**config.mk**
```make
export PLATFORM = sky130hd
export DESIGN_NAME = icf_merge
export DESIGN_NICKNAME = d
export VERILOG_FILES = /design/src/rtl/icf_pkg.sv /design/src/rtl/icf_merge.sv
export SDC_FILE = /design/constraint.sdc
export NUM_CORES = 1
export LEC_CHECK = 0
export BUFFER_PORTS_ARGS = -buffer_cell sky130_fd_sc_hd__buf_2
export CORE_MARGIN = 2
export CORE_UTILIZATION = 41
export DETAILED_ROUTE_END_ITERATION = 10
export GPL_ROUTABILITY_DRIVEN = 0
export PLACE_DENSITY_LB_ADDON = 0.1
export SLEW_MARGIN = 20
export SYNTH_ARGS = -nofsm -noshare
export SYNTH_HDL_FRONTEND = slang
export SYNTH_SLANG_ARGS = --single-unit
```
**constraint.sdc**
```tcl
create_clock -name clk -period 1.2 [get_ports clk]
set_clock_uncertainty 0.05 [all_clocks]
set_input_delay 0.18 -clock clk [delete_from_list [all_inputs] [get_ports clk]]
set_output_delay 0.18 -clock clk [all_outputs]
set_load 0.005 [all_outputs]
```
**src/rtl/icf_pkg.sv**
```systemverilog
package icf_pkg;

  localparam int DEF_MAX_WIDTH  = 1024;
  localparam int DEF_MAX_KERNEL = 8;

  localparam int PIX_W   = 8;
  localparam int PIX_MAX = 255;
  localparam int SOBEL_K = 3;

  localparam int OCOL_W = 10;
  localparam int OROW_W = 12;

  localparam int CFG_IDX_W  = 3;
  localparam int CFG_DATA_W = 12;
  localparam int CFG_WID_W  = 11;
  localparam int CFG_HGT_W  = 12;
  localparam int CFG_BOX_W  = 4;

  localparam logic [CFG_WID_W-1:0] RST_WIDTH  = 11'd640;
  localparam logic [CFG_HGT_W-1:0] RST_HEIGHT = 12'd480;
  localparam logic                 RST_MODE   = 1'b0;
  localparam logic [CFG_BOX_W-1:0] RST_BOX    = 4'd3;

  localparam logic MODE_SOBEL = 1'b1;

  typedef enum logic [CFG_IDX_W-1:0] {
    CFG_IMAGE_WIDTH  = 3'd0,
    CFG_IMAGE_HEIGHT = 3'd1,
    CFG_FILTER_MODE  = 3'd2,
    CFG_BOX_SIZE     = 3'd3
  } cfg_idx_t;

  typedef enum logic [2:0] {
    ST_IDLE,
    ST_SHIFT,
    ST_SUM1,
    ST_SUM2,
    ST_DIV,
    ST_FIN
  } icf_state_t;

  typedef struct packed {
    logic wr;
    logic shift;
    logic sum1;
    logic sum2;
    logic step;
  } lane_ctrl_t;

endpackage

```
**src/rtl/icf_merge.sv**
```systemverilog
module icf_merge (
  input  logic                        clk,
  input  logic                        rst_n,
  input  logic                        load,
  input  logic [icf_pkg::PIX_W-1:0]   ch0,
  input  logic [icf_pkg::PIX_W-1:0]   ch1,
  input  logic [icf_pkg::PIX_W-1:0]   ch2,
  input  logic [icf_pkg::OCOL_W-1:0]  col,
  input  logic [icf_pkg::OROW_W-1:0]  row,
  input  logic                        done,
  input  logic                        out_tready,
  output logic                        out_tvalid,
  output logic [47:0]                 out_tdata,
  output logic                        out_tlast,
  output logic                        can_load
);
  import icf_pkg::*;

  logic        valid_r;
  logic [47:0] data_r;
  logic        last_r;

  assign can_load = !valid_r || out_tready;

  always_ff @(posedge clk) begin
    if (!rst_n) begin
      valid_r <= 1'b0;
    end else if (load) begin
      valid_r <= 1'b1;
    end else if (out_tready) begin
      valid_r <= 1'b0;
    end
  end

  always_ff @(posedge clk) begin
    if (load) begin
      data_r <= {2'b00, row, col, ch2, ch1, ch0};
      last_r <= done;
    end
  end

  assign out_tvalid = valid_r;
  assign out_tdata  = data_r;
  assign out_tlast  = last_r;

endmodule

```
==> results.md, run 1 <==
* Startpoint Class: flop
* Seq/Total Area, Yosys at between 90% and 100%
* Post-Synth Simple-Gate Area at 0.931%
* # diodes at 0
* Clock network fraction of total power at approximately 22%
* Initial antenna violation count at 0
* Sw Ratio at roughly a fifth
* Number of global-route vias before repair at roughly 1.1k
* I/O Buffers at 99
* Final Hold Viols at 0
* Post-synth EDFFs at between 40 and 50
* Slew Limit Fails at 0
* Critical path class: flop to primary output
* Postcts setup bufs at 0
* Yosys cell types at 7
* Nets@finish at 260
* Initial DRC count at 24
* DRT Wirelength at 3410 um
* DRT antenna net count at 0
* Syn Std Cell Area at around 1500 um2
* Total grt overflow at 0
* Worst-path maximum fanout at 1
* CP max-delay cell: edfxtp_1
* Status: finished clean
* CTS tree: yes
* Post-synth top cells: edfxtp_1 (47), buf_4 (2)
* Die area at roughly 4100 um2
* Hold slack at roughly 42 ps
* YS warnings at 0
* Vias at 1,065
* Ratio of cells with drive above 1 in the final layout at approximately 53%
* Vias/cell at 4.16
* Min Tclk post-route at between 1000 and 1500 ps
* Root buffer cell: clkbuf_4
* Final setup viols at 0
* Min-delay worst type: input pin to flop
* Largest net degree at the start of global routing at 25
* Top cells by area, synth: edfxtp_1 (95%), dfxtp_1 (1.4%), buf_4 (1.0%)
* Critical path's largest stage delay at around 400 ps
* P_int at roughly 0.0025 W
* Capturing element type of the critical path: primary output
* Worst Path Buf+Inv at 1
* Worst-Skew Late Latency at ~350 ps
* P_sw at around 0.00063 W
* Share of synthesized cell area in full adder, half adder and majority cells at 0%
* CTS Buffer Depth at 2
* Routed len/inst at 13.3 um
* Total core area at ~3400 um2
* DIE WIDTH at between 60 and 70 um
* Initial Util at 43.6%
* Fraction of post-synthesis cell area in the top cell type by area at 95.4%
* Synth Register Bits at 48
* Pwr/cell area at ~1200 nW/um2
* Worst-path clk slew at 120 ps
* Row count at 21
* GRT Total Usage at 17.5%
* 1st-pass router iterations at 2
* Crit path arrival time at 900 ps
* Yosys top cell by area: edfxtp_1
* Fillers at between 200 and 250
* Largest family of logic cells by synthesized area: buffers and inverters
* Number of max-cap violations at 0
* DR DRC count at 0
* FMAX at about 880 MHz
* Ys async rst share at 0%
* Area Overhead vs Synth at 75.4%
* Die height at 64.1 um
* Final cycle utilization of the critical path at between 90% and 100%
* Logic pwr share at between 10% and 20%
* CTS Buf Count at 5
* H-tree levels at 2
* Family with the most delay on the worst path: flip-flops
* Crit-path cells: buf_2
* Mean post-synth cell area at about 27 um2
* Clock sink total at 48
* Synth Area in Compound Gates at less than 1%
* Max rail drop VDD at 0.970 mV
* Final total power at 0.00308 W
* Post-Syn Instances at between 50 and 60
* Proportion of synthesized area in mux cells at 0%
* Top-count cell post-synth: edfxtp_1
* RSZ-0062 raised after global routing: yes
* Critical Path RT at slightly below 1000 ps
* Seq pwr share at 65.4%
* Post-synthesis xor/xnor area fraction at 0%
* Static leakage at roughly 1.1 nW
* I/O pin cnt at 102
* First-pass GRT wire length at approximately 5000 um
* Main synth FF type: edfxtp_1
==> power groups by stage <==
stage | logic, W | clock network [W] | registers, W
2_1_floorplan | 0.0000129 | 0 | 0.00208
3_3_place_gp | 0.000276 | 0 | 0.00205
3_5_place_dp | 0.000278 | 0 | 0.00205
4_1_cts | 0.000398 | 0.000695 | 0.00201
5_1_grt | 0.000434 | 0.000749 | 0.00203
6_report | 0.000401 | 0.000666 | 0.00201
==> registers in the layout (all words and copies together), names as in the netlist <==
signal	count
out_tvalid	1
out_tlast	1
out_tdata	46
==> final timing paths <==
check	slack [ps]	cells past startpoint	startpoint	to
min reg2reg	440	2	out_tvalid	out_tvalid
max	70	1	out_tdata[30]	out_tdata[30]
min	40	3	out_tready	out_tvalid
max reg2reg	550	2	out_tvalid	out_tvalid
==> cell type report <==
type / count / area [um2] / share of cell area, %
timing repair buffer: 149 / 1020 / 39.2
clock inverter: 3 / 13.8 / 0.531
clock buffer: 5 / 37.5 / 1.45
tap: 46 / 57.6 / 2.22
inverter: 1 / 3.75 / 0.145
multi-input combinational: 4 / 32.5 / 1.25
sequential: 48 / 1430 / 55.2
==> layer usage <==
layer,global-route usage [%],up-vias,part of all wire (%)
li1,-,516,-
met1,16.2,475,33
met2,32.6,65,55
met3,6.87,9,9.7
met4,8.97,0,2.2
met5,0,-,0
==> stage by stage <==
| step | instances | setup TNS, ps | setup slack [ps] | cell area [um2] | util [%] |
|---|---|---|---|---|---|
| after global placement | 200 | 0 | 273 | 2060 | 60.8 |
| after global routing | 256 | -3.63 | -3.63 | 2590 | 76.5 |
| after floorplan | 55 | 0 | 541 | 1480 | - |
| after CTS | 256 | 0 | 21.3 | 2590 | 76.5 |
| final | 256 | 0 | 69.0 | 2590 | 76.5 |
| after detailed placement | 200 | 0 | 261 | 2060 | 60.8 |
==> placed cells by master (no fill, tap or decap), drive strengths merged <==
cell and n:
buf 101, dlygate4sd3 48, edfxtp 47, clkbuf 5, clkinv 3, conb 2, inv 1, nand2b 1
a21boi 1, dfxtp 1
==> cells by family (layout without fill, tap and decap cells) <==
group / count (synthesis) / count (layout)
AOI/OAI and AO/OA: 1 / 1
and+or+nand+nor: 1 / 1
DFF: 48 / 48
buffers and inverters: 3 / 158
other: 1 / 2
==> timing repair <==
action,in CTS,in global routing
gates resized for setup,0,1
setup endpoints to repair,0,2
hold buffers,48,0
endpoints found under the hold margin,48,0
No activity file was read; power rests on OpenSTA's default activity.
==> run 2: changes to the inputs <==
- CORE_UTILIZATION: 41 -> 30
==> run 2 against run 1 <==
Effect of this change: sequential share of layout area fell by 0.37 points; critical path depth rose by 1; global-route usage down 6.8 points; critical endpoint is now can_load; clock-buffer cell count did not move; clock power rose by 71%; via count fell by 2.0%; sequential cell count is the same; die area grew 34%; highest routed layer unchanged.
==> results.md, run 2 (same netlist as run 1, synthesis figures left out) <==
* Area of placed instances at 2070 um2 (+0.30%)
* Critical path class: flop to primary output
* Most common cell after layout, fill and taps aside: buf_2
* Sw Ratio at 19.6% (-0.73 points)
* H-tree levels at 2 (unchanged)
* Worst r2r path cells at 2 (unchanged)
* CTS Buf Count at 5 (unchanged)
* TNS Setup at 0 ps (unchanged)
* Clock sink total at 48 (unchanged)
* Fillers at 397 (+76%)
* Final cycle utilization of the critical path at 90.6% (-3.7 points)
* Most frequent cells in the layout: buf_2 (99), edfxtp_1 (47), dlygate4sd3_1 (43), clkbuf_8 (5), conb_1 (2)
* Post-CTS sizing at 0 (unchanged)
* P_sw at 0.000693 W (+10%)
* Total core area at 4720 um2 (+39%)
* Routed len/inst at 11.6 um (-13%)
* Worst R2R Start: out_tvalid
* GRT Total Usage at 10.8% (-6.8 points)
* Worst hold path depth at 1 (-2)
* DRT Wirelength at 3150 um (-7.6%)
* Vias/cell at 3.85 (-7.4%)
* Total grt overflow at 0 (unchanged)
* Initial DRC count at 78 (+230%)
* I/O pin cnt at 102 (unchanged)
* Static leakage at 1.12 nW (-0.77%)
* Largest net degree at the start of global routing at 49 (+96%)
* Die height at 74.2 um (+16%)
* Slew Limit Fails at 0 (unchanged)
* Final setup viols at 0 (unchanged)
* Largest register FFs at 46 (unchanged)
* CTS tree: yes
* Reg-to-reg slack, setup at 540 ps (about the same)
* 1st-pass router iterations at 4 (+2)
* Worst-path clk slew at 80 ps (-40 ps)
* Min-delay worst type: input pin to flop
* Nets@finish at 254 (-2.3%)
* Initial antenna violation count at 0 (unchanged)
* Area Overhead vs Synth at 76.4%
* Worst-Skew Late Latency at 290 ps (-60 ps)
* Clock network fraction of total power at 32.4% (+11 points)
* Register area at 1430 um2 (about the same)
* Vias at 1,044 (-2.0%)
* Worst reg2reg path endpoint: out_tvalid
* First-pass GRT wire length at 4220 um (-16%)
* Logic pwr share at 10.7% (-2.3 points)
* DRT antenna net count at 0 (unchanged)
* # diodes at 0 (unchanged)
* Ratio of cells with drive above 1 in the final layout at 53.9% (+1.1 points)
* Number of global-route vias before repair at 964 (-11%)
* CTS Buffer Depth at 2 (unchanged)
* Seq pwr share at 56.9% (-8.5 points)
* Final Hold Viols at 0 (unchanged)
* Crit path arrival time at 860 ps (-40 ps)
* Critical Path RT at 970 ps (about the same)
* Root buffer cell: clkbuf_8
* FMAX at 920 MHz (+4.1%)
* Number of max-cap violations at 0 (unchanged)
* Worst-path maximum fanout at 2 (+1)
* DIE WIDTH at 74.2 um (+16%)
* Min Tclk post-route at 1090 ps (-44.1 ps)
* Multi-input gate area at 32.5 um2 (unchanged)
* RSZ-0062 raised after global routing: no
* I/O Buffers at 99 (unchanged)
* Worst Hold End: out_tdata[19]
* Pwr/cell area at 1350 nW/um2 (+14%)
* Die area at 5510 um2 (+34%)
* P_int at 0.00284 W (+16%)
* Status: finished clean
* Capturing element type of the critical path: primary output
* Fin area at 2610 um2 (+0.58%)
* Startpoint Class: flop
* Worst Hold Launch: ch2[3]
* Max rail drop VDD at 0.749 mV (-23%)
* Postcts setup bufs at 0 (unchanged)
* Row count at 25 (+19%)
* Initial Util at 31.3% (-12 points)
* DR DRC count at 0 (unchanged)
[run 2: per-layer routing]
layer  vias to the layer above  global-route usage [%]  wire, um
li1                        503                       -         -
met1                       473                    10.8      1140
met2                        63                    18.1      1560
met3                         5                    6.78       405
met4                         0                    4.17        38
met5                         -                       0         0
[run 2: worst max path at each step]
stage / from / to / cells after the start
3_5_place_dp: load / out_tdata[19] / 2
4_1_cts: out_tvalid / can_load / 2
3_3_place_gp: load / out_tdata[17] / 2
5_1_grt: out_tvalid / can_load / 2
2_1_floorplan: out_tvalid / can_load / 1
6_report: out_tvalid / can_load / 2
[run 2: power by group through the flow]
stage	Sequential (W)	Combinational (W)	Clock, W
4_1_cts	0.00201	0.000350	0.00118
6_report	0.00201	0.000377	0.00114
2_1_floorplan	0.00208	0.0000129	0
5_1_grt	0.00203	0.000414	0.00125
3_3_place_gp	0.00205	0.000270	0
3_5_place_dp	0.00205	0.000275	0
[run 2: layout make-up]
class | instances | area share, %
timing repair buffer | 143 | 36.3
inverter | 1 | 0.144
tap | 67 | 3.21
clock inverter | 3 | 1.63
clock buffer | 5 | 2.64
sequential | 48 | 54.9
multi-input combinational | 4 | 1.25
[run 2: stage by stage]
| stage | hold slack, ps | utilization [%] | worst slack (ps) | total power (W) | instances |
|---|---|---|---|---|---|
| floorplan | 229 | - | 541 | 0.00209 | 55 |
| global placement | 307 | 43.8 | 284 | 0.00232 | 220 |
| detailed placement | 308 | 43.8 | 267 | 0.00232 | 220 |
| CTS | 0.134 | 52.5 | 95.7 | 0.00354 | 258 |
| global route | 0.398 | 55.2 | 67.8 | 0.00369 | 271 |
| finish | 9.64 | 55.2 | 113 | 0.00353 | 271 |
[run 2: what timing repair did]
item | 4_1_cts | 5_1_grt
hold buffers | 30 | 13
hold endpoints to repair | 30 | 13
endpoints found under the setup margin | 0 | 0
[run 2: worst max-delay path: stages, from the launching register on]
cell      delay [ps]
dfxtp_1          380
nand2b_4          60
buf_2            120
==> run 3: changes to the inputs <==
- clock period: 1.2 -> 1.3 ns (I/O delays scaled with it)
==> run 3 against run 2 <==
Effect of this change: via count fell by 14%; sequential power fell by 7%; sequential share of layout area increased by 9.7 points; critical path type unchanged; critical endpoint unchanged; largest cell class unchanged; largest power group unchanged.
==> results.md, run 3 (same netlist as run 1, synthesis figures left out) <==
* Status: finished clean
* Post-CTS sizing at 0 (unchanged)
* Postcts setup bufs at 0 (unchanged)
* Final Hold Viols at 0 (unchanged)
* Vias at 894 (-14%)
* Largest net degree at the start of global routing at 49 (unchanged)
* Worst-path clk slew at 90 ps (about the same)
* Final cycle utilization of the critical path at between 80% and 90%
* Root buffer cell: clkbuf_8
* CTS Buf Count at 5 (unchanged)
* Final WS setup at 195 ps (+82.2 ps)
* DRT Wirelength at 2780 um (-12%)
* Hold buffers post-CTS at 0 (-100%)
* Slew Limit Fails at 0 (unchanged)
* Number of max-cap violations at 0 (unchanged)
* Vias/cell at 3.85 (about the same)
* Worst hold path depth at 1 (unchanged)
* Area Overhead vs Synth at 50.0%
* DR DRC count at 0 (unchanged)
* TNS Setup at 0 ps (unchanged)
* Number of global-route vias before repair at 898 (-6.8%)
* H-tree levels at 2 (unchanged)
* Pwr/cell area at 1420 nW/um2 (+4.9%)
* Row count at 25 (unchanged)
* Worst r2r path cells at 2 (unchanged)
* Static leakage at 0.960 nW (-15%)
* DIE WIDTH at 74.2 um (unchanged)
* Most frequent cells in the layout: buf_2 (99), edfxtp_1 (47), clkbuf_8 (5), dlygate4sd3_1 (4), conb_1 (2)
* Clock sink total at 48 (unchanged)
* Min-delay worst type: input pin to flop
* Worst-path maximum fanout at 2 (unchanged)
* DRT antenna net count at 0 (unchanged)
* Die height at 74.2 um (unchanged)
* Worst Hold End: out_tdata[2]
* Routed len/inst at 12.0 um (+3.2%)
* 1st-pass router iterations at 4 (unchanged)
* Initial DRC count at 52 (-33%)
* Crit path arrival time at 860 ps (about the same)
* Final setup viols at 0 (unchanged)
* Pre-CTS WS at 355 ps (+87.9 ps)
* Critical Path RT at 1050 ps (+80 ps)
* Initial Util at 31.3% (unchanged)
* Capturing element type of the critical path: primary output
* # diodes at 0 (unchanged)
* Worst reg2reg path endpoint: out_tvalid
* Max rail drop VDD at 0.741 mV (-1.1%)
* Total core area at 4720 um2 (unchanged)
* First-pass GRT wire length at 3900 um (-7.7%)
* Hold slack at 21.6 ps (+12.0 ps)
* Startpoint Class: flop
* CTS Buffer Depth at 2 (unchanged)
* Critical path class: flop to primary output
* Worst R2R Start: out_tvalid
* Initial antenna violation count at 0 (unchanged)
* RSZ-0062 raised after global routing: no
* Nets@finish at 215 (-15%)
* GRT Total Usage at 9.88% (-0.87 points)
* I/O pin cnt at 102 (unchanged)
* Total grt overflow at 0 (unchanged)
* Min Tclk post-route at around 1100 ps
* Worst-Skew Late Latency at 290 ps (about the same)
* Die area at 5510 um2 (unchanged)
* CTS tree: yes
* Most common cell after layout, fill and taps aside: buf_2
* Largest register FFs at 46 (unchanged)
* I/O Buffers at 99 (unchanged)
* Worst Hold Launch: ch0[2]
* Ratio of cells with drive above 1 in the final layout at 66.7% (+13 points)
* FMAX at between 900 and 1000 MHz
* Reg-to-reg slack, setup at 630 ps (+90 ps)
## run 3: report_power, final
group | switching (W) | internal (W) | leakage (nW) | total (W)
Clock | 0.000472 | 0.000569 | 0.0541 | 0.00104
Sequential | 0.0000252 | 0.00183 | 0.468 | 0.00186
Combinational | 0.000111 | 0.000144 | 0.438 | 0.000255
## run 3: worst max-delay path by stage
stage	from	endpoint
4_1_cts	out_tvalid	can_load
6_report	out_tvalid	can_load
3_3_place_gp	load	out_tdata[17]
3_5_place_dp	load	out_tdata[17]
2_1_floorplan	out_tvalid	can_load
5_1_grt	out_tvalid	can_load
## run 3: routing by layer
layer  GRT usage [%]  part of all wire [%]
met2            16.8                    49
met4            3.57                  0.43
met5               0                     0
met1            9.34                    34
met3            7.05                    16
## run 3: layout make-up
class	instances	area (um2)
multi-input combinational	4	32.5
clock inverter	3	42.5
inverter	1	3.75
tap	67	83.8
sequential	48	1430
fill	432	2500
timing repair buffer	104	556
clock buffer	5	68.8
## run 3: per-stage QoR
| stage | util (%) | area (um2) | total power (W) | instances |
|---|---|---|---|---|
| 6_report | 47.0 | 2220 | 0.00315 | 232 |
| 5_1_grt | 47.0 | 2220 | 0.00331 | 232 |
| 4_1_cts | 46.1 | 2180 | 0.00320 | 228 |
| 3_5_place_dp | 43.8 | 2070 | 0.00214 | 220 |
| 3_3_place_gp | 43.8 | 2070 | 0.00214 | 220 |
| 2_1_floorplan | - | 1480 | 0.00193 | 55 |
## run 3: critical path, stage by stage, from the launching register on
cell      delay, ps
dfxtp_1         380
nand2b_4         60
buf_2           120
